--- src/rtl/core/cfd_pkg.sv ---
package cfd_pkg;

    // Command codes as they arrive on the input channel.
    typedef enum logic [1:0] {
        OP_PUSH  = 2'd0,
        OP_POP   = 2'd1,
        OP_DUMP  = 2'd2,
        OP_CLOSE = 2'd3
    } op_t;

    // Result status codes.
    localparam logic [1:0] ST_OK    = 2'd0;
    localparam logic [1:0] ST_FULL  = 2'd1;
    localparam logic [1:0] ST_EMPTY = 2'd2;

    // Width of a stored entry.
    localparam int unsigned DATA_W = 32;

    // One classified command waiting between the front and the back.
    typedef struct packed {
        op_t                      op;
        logic signed [DATA_W-1:0] value;
    } cmd_item_t;

    // Back-end sequencer states.
    typedef enum logic {
        BK_IDLE,
        BK_READ
    } back_state_t;

endpackage

--- src/rtl/core/cfd_front.sv ---
module cfd_front (
    input  logic                                clk,
    input  logic                                rst_n,
    input  logic                                in_valid,
    output logic                                in_ready,
    input  logic [1:0]                          command,
    input  logic signed [cfd_pkg::DATA_W-1:0]   push_value,
    output logic                                q_valid,
    output cfd_pkg::cmd_item_t                  q_item,
    input  logic                                q_ready
);
    import cfd_pkg::*;

    // Two-entry command queue that decouples input acceptance from execution.
    cmd_item_t  slot_reg [2];
    logic       wr_ptr_reg;
    logic       wr_ptr_next;
    logic       rd_ptr_reg;
    logic       rd_ptr_next;
    logic [1:0] count_reg;
    logic [1:0] count_next;
    logic       do_write;
    logic       do_read;
    cmd_item_t  new_item;

    // Classify the incoming command and package it with its value.
    always_comb
    begin
        new_item.op    = op_t'(command);
        new_item.value = push_value;
    end

    assign in_ready = (count_reg != 2'd2);
    assign q_valid  = (count_reg != 2'd0);
    assign q_item   = slot_reg[rd_ptr_reg];
    assign do_write = in_valid && in_ready;
    assign do_read  = q_valid && q_ready;

    // Pointer and fill count updates.
    always_comb
    begin
        wr_ptr_next = do_write ? ~wr_ptr_reg : wr_ptr_reg;
        rd_ptr_next = do_read ? ~rd_ptr_reg : rd_ptr_reg;
        count_next  = count_reg;
        if (do_write && !do_read)
        begin
            count_next = count_reg + 2'd1;
        end
        else if (!do_write && do_read)
        begin
            count_next = count_reg - 2'd1;
        end
    end

    // Control registers.
    always_ff @(posedge clk or negedge rst_n)
    begin
        if (!rst_n)
        begin
            wr_ptr_reg <= 1'b0;
            rd_ptr_reg <= 1'b0;
            count_reg  <= 2'd0;
        end
        else
        begin
            wr_ptr_reg <= wr_ptr_next;
            rd_ptr_reg <= rd_ptr_next;
            count_reg  <= count_next;
        end
    end

    // Queue storage.
    always_ff @(posedge clk)
    begin
        if (do_write)
        begin
            slot_reg[wr_ptr_reg] <= new_item;
        end
    end

endmodule

--- src/rtl/core/cfd_back.sv ---
module cfd_back #(
    parameter int DEPTH = 8
) (
    input  logic                                clk,
    input  logic                                rst_n,
    input  logic                                q_valid,
    input  cfd_pkg::cmd_item_t                  q_item,
    output logic                                q_ready,
    output logic                                out_valid,
    input  logic                                out_ready,
    output logic [1:0]                          status,
    output logic signed [cfd_pkg::DATA_W-1:0]   entry_value,
    output logic                                value_valid,
    output logic                                last
);
    import cfd_pkg::*;

    localparam int IW = (DEPTH > 1) ? $clog2(DEPTH) : 1;

    // Advance a ring index with wrap at DEPTH.
    function automatic logic [IW-1:0] next_slot(input logic [IW-1:0] idx);
        logic [IW-1:0] res;
        if (idx == IW'(DEPTH - 1))
        begin
            res = '0;
        end
        else
        begin
            res = idx + IW'(1);
        end
        return res;
    endfunction

    // Ring storage, written on push and read with a registered port.
    logic signed [DATA_W-1:0] mem [DEPTH];
    logic signed [DATA_W-1:0] rd_data_reg;
    logic [IW-1:0]            rd_addr;
    logic                     mem_we;
    logic [IW-1:0]            mem_waddr;

    back_state_t   state_reg;
    back_state_t   state_next;
    logic [IW-1:0] head_reg;
    logic [IW-1:0] head_next;
    logic [IW-1:0] tail_reg;
    logic [IW-1:0] tail_next;
    logic          empty_reg;
    logic          empty_next;
    logic [IW-1:0] ptr_reg;
    logic [IW-1:0] ptr_next;
    op_t           op_reg;
    op_t           op_next;

    // Output register.
    logic                     out_valid_reg;
    logic                     out_valid_next;
    logic [1:0]               status_reg;
    logic [1:0]               status_next;
    logic signed [DATA_W-1:0] value_reg;
    logic signed [DATA_W-1:0] value_next;
    logic                     vvalid_reg;
    logic                     vvalid_next;
    logic                     last_reg;
    logic                     last_next;

    logic slot_free;
    logic load;
    logic fin;

    assign slot_free = !out_valid_reg || out_ready;

    // Sequencer: executes one command, walking the ring for dumps and closes.
    always_comb
    begin
        state_next  = state_reg;
        head_next   = head_reg;
        tail_next   = tail_reg;
        empty_next  = empty_reg;
        ptr_next    = ptr_reg;
        op_next     = op_reg;
        q_ready     = 1'b0;
        load        = 1'b0;
        status_next = status_reg;
        value_next  = value_reg;
        vvalid_next = vvalid_reg;
        last_next   = last_reg;
        mem_we      = 1'b0;
        mem_waddr   = next_slot(tail_reg);
        rd_addr     = head_reg;
        fin         = 1'b0;
        case (state_reg)
            BK_IDLE:
            begin
                if (q_valid && slot_free)
                begin
                    q_ready = 1'b1;
                    case (q_item.op)
                        OP_PUSH:
                        begin
                            load        = 1'b1;
                            value_next  = '0;
                            vvalid_next = 1'b0;
                            last_next   = 1'b1;
                            if (!empty_reg && next_slot(tail_reg) == head_reg)
                            begin
                                status_next = ST_FULL;
                            end
                            else
                            begin
                                status_next = ST_OK;
                                mem_we      = 1'b1;
                                if (empty_reg)
                                begin
                                    head_next  = '0;
                                    tail_next  = '0;
                                    empty_next = 1'b0;
                                    mem_waddr  = '0;
                                end
                                else
                                begin
                                    tail_next = next_slot(tail_reg);
                                end
                            end
                        end
                        default:
                        begin
                            if (empty_reg)
                            begin
                                load        = 1'b1;
                                status_next = ST_EMPTY;
                                value_next  = '0;
                                vvalid_next = 1'b0;
                                last_next   = 1'b1;
                            end
                            else
                            begin
                                op_next    = q_item.op;
                                ptr_next   = head_reg;
                                state_next = BK_READ;
                            end
                        end
                    endcase
                end
            end
            BK_READ:
            begin
                rd_addr = ptr_reg;
                if (slot_free)
                begin
                    fin         = (op_reg == OP_POP) || (ptr_reg == tail_reg);
                    load        = 1'b1;
                    status_next = ST_OK;
                    value_next  = rd_data_reg;
                    vvalid_next = 1'b1;
                    last_next   = fin;
                    if (op_reg == OP_POP)
                    begin
                        state_next = BK_IDLE;
                        if (head_reg == tail_reg)
                        begin
                            empty_next = 1'b1;
                            head_next  = '0;
                            tail_next  = '0;
                        end
                        else
                        begin
                            head_next = next_slot(head_reg);
                        end
                    end
                    else if (fin)
                    begin
                        state_next = BK_IDLE;
                        if (op_reg == OP_CLOSE)
                        begin
                            empty_next = 1'b1;
                            head_next  = '0;
                            tail_next  = '0;
                        end
                    end
                    else
                    begin
                        ptr_next = next_slot(ptr_reg);
                        rd_addr  = ptr_next;
                    end
                end
            end
            default:
            begin
                state_next = BK_IDLE;
            end
        endcase
        out_valid_next = load ? 1'b1 : (out_ready ? 1'b0 : out_valid_reg);
    end

    // Control state.
    always_ff @(posedge clk or negedge rst_n)
    begin
        if (!rst_n)
        begin
            state_reg     <= BK_IDLE;
            head_reg      <= '0;
            tail_reg      <= '0;
            empty_reg     <= 1'b1;
            ptr_reg       <= '0;
            op_reg        <= OP_PUSH;
            out_valid_reg <= 1'b0;
        end
        else
        begin
            state_reg     <= state_next;
            head_reg      <= head_next;
            tail_reg      <= tail_next;
            empty_reg     <= empty_next;
            ptr_reg       <= ptr_next;
            op_reg        <= op_next;
            out_valid_reg <= out_valid_next;
        end
    end

    // Result payload.
    always_ff @(posedge clk)
    begin
        status_reg <= status_next;
        value_reg  <= value_next;
        vvalid_reg <= vvalid_next;
        last_reg   <= last_next;
    end

    // Ring memory with registered read.
    always_ff @(posedge clk)
    begin
        if (mem_we)
        begin
            mem[mem_waddr] <= q_item.value;
        end
        rd_data_reg <= mem[rd_addr];
    end

    assign out_valid   = out_valid_reg;
    assign status      = status_reg;
    assign entry_value = value_reg;
    assign value_valid = vvalid_reg;
    assign last        = last_reg;

endmodule

--- src/rtl/core/circular_fifo_with_dump_top.sv ---
// Path: push, and any command on an empty queue, passes the front queue slot and then
// the output register; pop, dump and close also pass BK_READ and the registered read.
// Throughput: push one item per cycle while the output register is free; the back takes
// no new command while a pop, dump or close reads entries through the single read port.
// Reset: rst_n clears the indices, sets the queue empty and drops queued commands;
// the entry memory is not cleared.
module circular_fifo_with_dump_top #(
    parameter int DEPTH = 8
) (
    input  logic                                clk,
    input  logic                                rst_n,
    input  logic                                in_valid,
    output logic                                in_ready,
    input  logic [1:0]                          command,
    input  logic signed [cfd_pkg::DATA_W-1:0]   push_value,
    output logic                                out_valid,
    input  logic                                out_ready,
    output logic [1:0]                          status,
    output logic signed [cfd_pkg::DATA_W-1:0]   entry_value,
    output logic                                value_valid,
    output logic                                last
);
    import cfd_pkg::*;

    logic      q_valid;
    logic      q_ready;
    cmd_item_t q_item;

    // Front: accepts and classifies commands into a short queue.
    cfd_front u_front (
        .clk        (clk),
        .rst_n      (rst_n),
        .in_valid   (in_valid),
        .in_ready   (in_ready),
        .command    (command),
        .push_value (push_value),
        .q_valid    (q_valid),
        .q_item     (q_item),
        .q_ready    (q_ready)
    );

    // Back: owns the ring and produces the results.
    cfd_back #(
        .DEPTH (DEPTH)
    ) u_back (
        .clk         (clk),
        .rst_n       (rst_n),
        .q_valid     (q_valid),
        .q_item      (q_item),
        .q_ready     (q_ready),
        .out_valid   (out_valid),
        .out_ready   (out_ready),
        .status      (status),
        .entry_value (entry_value),
        .value_valid (value_valid),
        .last        (last)
    );

    // A result carrying an entry always reports success.
    a_entry_ok : assert property (@(posedge clk) disable iff (!rst_n)
        out_valid && value_valid |-> status == ST_OK)
        else $error("entry result with non-ok status");

    // A result without an entry shows a zero value.
    a_no_entry_zero : assert property (@(posedge clk) disable iff (!rst_n)
        out_valid && !value_valid |-> entry_value == '0)
        else $error("nonzero value without entry");

    // Full and empty reports are single results and so end their run.
    a_error_last : assert property (@(posedge clk) disable iff (!rst_n)
        out_valid && status != ST_OK |-> last && !value_valid)
        else $error("error result not marked last");

    // The back never takes a command that the front has not offered.
    a_queue_handshake : assert property (@(posedge clk) disable iff (!rst_n)
        q_ready |-> q_valid)
        else $error("command taken from empty queue");

endmodule

--- config.mk ---
export PLATFORM = sky130hd
export DESIGN_NAME = circular_fifo_with_dump_top
export DESIGN_NICKNAME = d
export VERILOG_FILES = /design/src/rtl/core/cfd_pkg.sv /design/src/rtl/core/cfd_front.sv /design/src/rtl/core/cfd_back.sv /design/src/rtl/core/circular_fifo_with_dump_top.sv
export SDC_FILE = /design/constraint.sdc
export NUM_CORES = 1
export LEC_CHECK = 0
export BUFFER_PORTS_ARGS = -buffer_cell sky130_fd_sc_hd__buf_4
export CORE_MARGIN = 2
export CORE_UTILIZATION = 40
export CTS_BUF_LIST = sky130_fd_sc_hd__clkbuf_4 sky130_fd_sc_hd__clkbuf_8 sky130_fd_sc_hd__clkbuf_16
export CTS_CLUSTER_SIZE = 25
export DETAILED_ROUTE_END_ITERATION = 10
export PLACE_DENSITY = 0.68
export SLEW_MARGIN = 0
export SYNTH_ARGS = -nofsm -noshare
export SYNTH_HDL_FRONTEND = slang
export SYNTH_HIERARCHICAL = 1
export SYNTH_SLANG_ARGS = --single-unit
--- constraint.sdc ---
create_clock -name clk -period 6 [get_ports clk]
set_input_delay 0.9 -clock clk [delete_from_list [all_inputs] [get_ports clk]]
set_output_delay 0.9 -clock clk [all_outputs]
set_load 0.02 [all_outputs]
==> metrics.md <==
| Metric | Value |
|---|---|
| Reg2Reg Depth | 7 |
| Final setup vio count | 0 |
| Mapped Avg Cell Area | 18.1 um2 |
| Worst-Skew Late Latency | 540 ps |
| Avg WL per Cell | 20.3 um |
| DRT antenna net count | 0 |
| Synth Cell Area | 15600 um2 |
| Storage cell area | 11900 um2 |
| Status | complete, no violations |
| Gpl congestion | 0.798 |
| Sequential power share | 44.5% |
| Via density | 5.06 |
| Max-cap violations | 0 |
| Count of cell types in the netlist | 48 |
| CTS Hold Buffers Added | 0 |
| WS Path Type | reg -> reg |
| # fillers | 3209 |
| Crit path buffers/inverters | 2 |
| Combinational power share | 29.1% |
| Critical-path cell list | buf_4, mux2_4, nor2_1, nand3b_1, nand2b_1, nor2_2, buf_4 |
| Hold Crit Class | in -> async |
| Critical-path top delay cell | nor2_2 |
| Final hold vios | 0 |
| CTS sink count | 410 |
| Share of layout cells above drive strength 1 | 25.0% |
| Startpoint types | register |
| Slew @ Worst Pin | 1160 ps |
| Most used cell, CP | buf_4 |
| CTS root buf | clkbuf_16 |
| GRT Overall Usage | 15.2% |
| RSZ-0062 raised after global routing | no |
| Yosys warns | 6 |
| Clock share of power | 26.4% |
| DR iter-0 viols | 581 |
| Antenna Cells | 0 |
| Die Y | 202 um |
| Worst endpoint data arrival time | 3770 ps |
| Gr ovfl total | 0 |
| Internal power | 6.36 mW |
| Post-place setup slack | 2170 ps |
| Non-filler cells, final | 1507 |
| TritonCTS clock tree | yes |
| Setup WS post-layout | 2420 ps |
| Net Sw Frac | 30.9% |
| Reg clk slew, reported paths | 60 ps |
| Critical-path maximum fanout | 26 |
| Req. time, crit path | 6190 ps |
| Vias post-DR | 7625 |
| NetSw | 2.84 mW |
| Grt met1 use | 19.8% |
| Area delta synth->final | 15.5% |
| Antenna violations before repair | 0 |
| Min Tclk post-route | 3580 ps |
| Cts bufs inserted | 40 |
| Async set-reset flop share out of synthesis | 4.39% |
| Post-Syn Instances | 864 |
| Vias in the first global route | 7907 |
| Port bufs | 75 |
| Hold WS | 240 ps |
| PostCTS Resize Cnt | 0 |
| Max reg flops | 256 |
| Routed WL | 30.6 mm |
| GRT Max-Usage Layer | met2 |
| Met3 Use GR | 2.61% |
| Max transition margin | 22.5% |
| Pins Over Slew Limit | 0 |
| Starting Density | 40.4% |
| Syn nets | 909 |
| Footprint of the multi-input gates | 3510 um2 |
| Cell Rows | 72 |
| Final net count | 1003 |
| H-tree Lvls | 2 |
| Io pins | 76 |
| WP depth | 7 |
| Largest net degree at the start of global routing | 69 |
| EDFF count, synth | 360 |
| Setup_tns | 0 ps |
| Core Region | 38600 um2 |
| Leakage | 6.27 nW |
| Drt pass-1 iters | 5 |
| Die Wd | 202 um |
| Postcts setup bufs | 0 |
| Top FF cell, synth | edfxtp_1 |
| M2 GR Usage | 25.9% |
| Drc violations | 0 |
| Synth Register Bits | 410 |
| Setup crit end kind | register |
| Worst Skew | 24.2 ps |
| Most frequent cells in the layout | 360 x edfxtp_1, 94 x mux2i_1, 92 x buf_4, 83 x nand2_1, 41 x clkbuf_16 |
| Fmax | 279 MHz |
| Final worst-path cycle share | 59.7% |
| Register area share after synthesis | 76.2% |
| Clock Tree Buf Depth | 3 |
| HPWL after DPL | 16.6 mm |
| Pwr Density | 509 nW/um2 |
| First-pass GRT wire length | 47.1 mm |
| Delay-heaviest family, CP | simple AND/OR/NAND/NOR gates |
| Peak supply drop | 0.000354 V |
| Leading cell type in the layout, fill and taps excluded | edfxtp_1 |
| Slowest Stage Delay on Critical Path | 660 ps |
| Cell count after placement | 1434 |
| Die area | 40700 um2 |
==> power groups by stage <==
| stage | registers [mW] | clock network (mW) | logic, mW |
|---|---|---|---|
| 2_1_floorplan | 4.25 | 0 | 1.79 |
| 3_3_place_gp | 4.15 | 0 | 2.64 |
| 3_5_place_dp | 4.15 | 0 | 2.70 |
| 4_1_cts | 4.10 | 2.48 | 2.71 |
| 5_1_grt | 4.14 | 2.59 | 2.90 |
| 6_report | 4.09 | 2.43 | 2.68 |
==> worst paths after layout <==
check	startpoint	endpoint	slack, ps
min in group clk	u_front/count_reg[1]	u_front/count_reg[1]	500
min	rst_n	u_front/count_reg[1]	240
max reg2reg	u_front/rd_ptr_reg	u_back/mem[1][30]	2420
min reg2reg	u_front/count_reg[1]	u_front/count_reg[1]	500
max	u_front/rd_ptr_reg	u_back/mem[1][30]	2420
max in group asynchronous	rst_n	u_back/empty_reg	5490
==> synthesized netlist by cell type (5+ instances only) <==
cell / n / area [um2]
mux2i_1: 94 / 941
dfxtp_1: 32 / 641
buf_4: 5 / 37.5
a31oi_1: 5 / 31.3
mux2_4: 29 / 435
a32o_1: 31 / 310
nand2b_1: 5 / 31.3
a221oi_2: 28 / 420
inv_1: 5 / 18.8
xnor2_1: 9 / 78.8
edfxtp_1: 360 / 10800
dfrtp_1: 17 / 425
buf_2: 18 / 90.1
mux2_2: 9 / 101
and2_1: 32 / 200
buf_6: 6 / 67.6
clkbuf_1: 8 / 30.0
nand2_1: 83 / 312
ha_1: 7 / 87.6
o21ai_0: 8 / 40.0
nor2_1: 21 / 78.8
xor2_1: 5 / 43.8
==> cell families (layout without fill, tap and decap cells) <==
logic type	after synthesis	in the layout	synth area share, %
DFF	410	410	76.2
and+or+nand+nor	165	165	5.00
muxes	132	132	9.45
AOI/OAI and AO/OA	91	91	6.10
buffers and inverters	45	170	1.95
xor gates and xnor gates	14	14	0.785
adders and majority gates	7	7	0.560
==> routing by layer <==
metal | up-vias | part of all wire (%)
met3 | 49 | 4.5
met1 | 3830 | 43
met2 | 183 | 50
met4 | 0 | 2.2
met5 | - | 0
li1 | 3563 | -
==> area by class of cell <==
cell class	instances	area share, %
clock buffers	53	6.28
clock inverters	20	0.831
inverters	5	0.104
multi-input cells	409	19.4
flip-flops and latches	410	65.9
well taps	518	3.59
repair buffers	92	3.82
==> metrics by stage <==
| stage | instance area (um2) | power, mW | utilization (%) |
|---|---|---|---|
| floorplan | 15600 | 6.04 | - |
| global placement | 16800 | 6.78 | 43.4 |
| detailed placement | 16800 | 6.86 | 43.4 |
| CTS | 18100 | 9.29 | 46.7 |
| global route | 18100 | 9.63 | 46.7 |
| finish | 18100 | 9.20 | 46.7 |
Power figures use the tool's default switching activity.
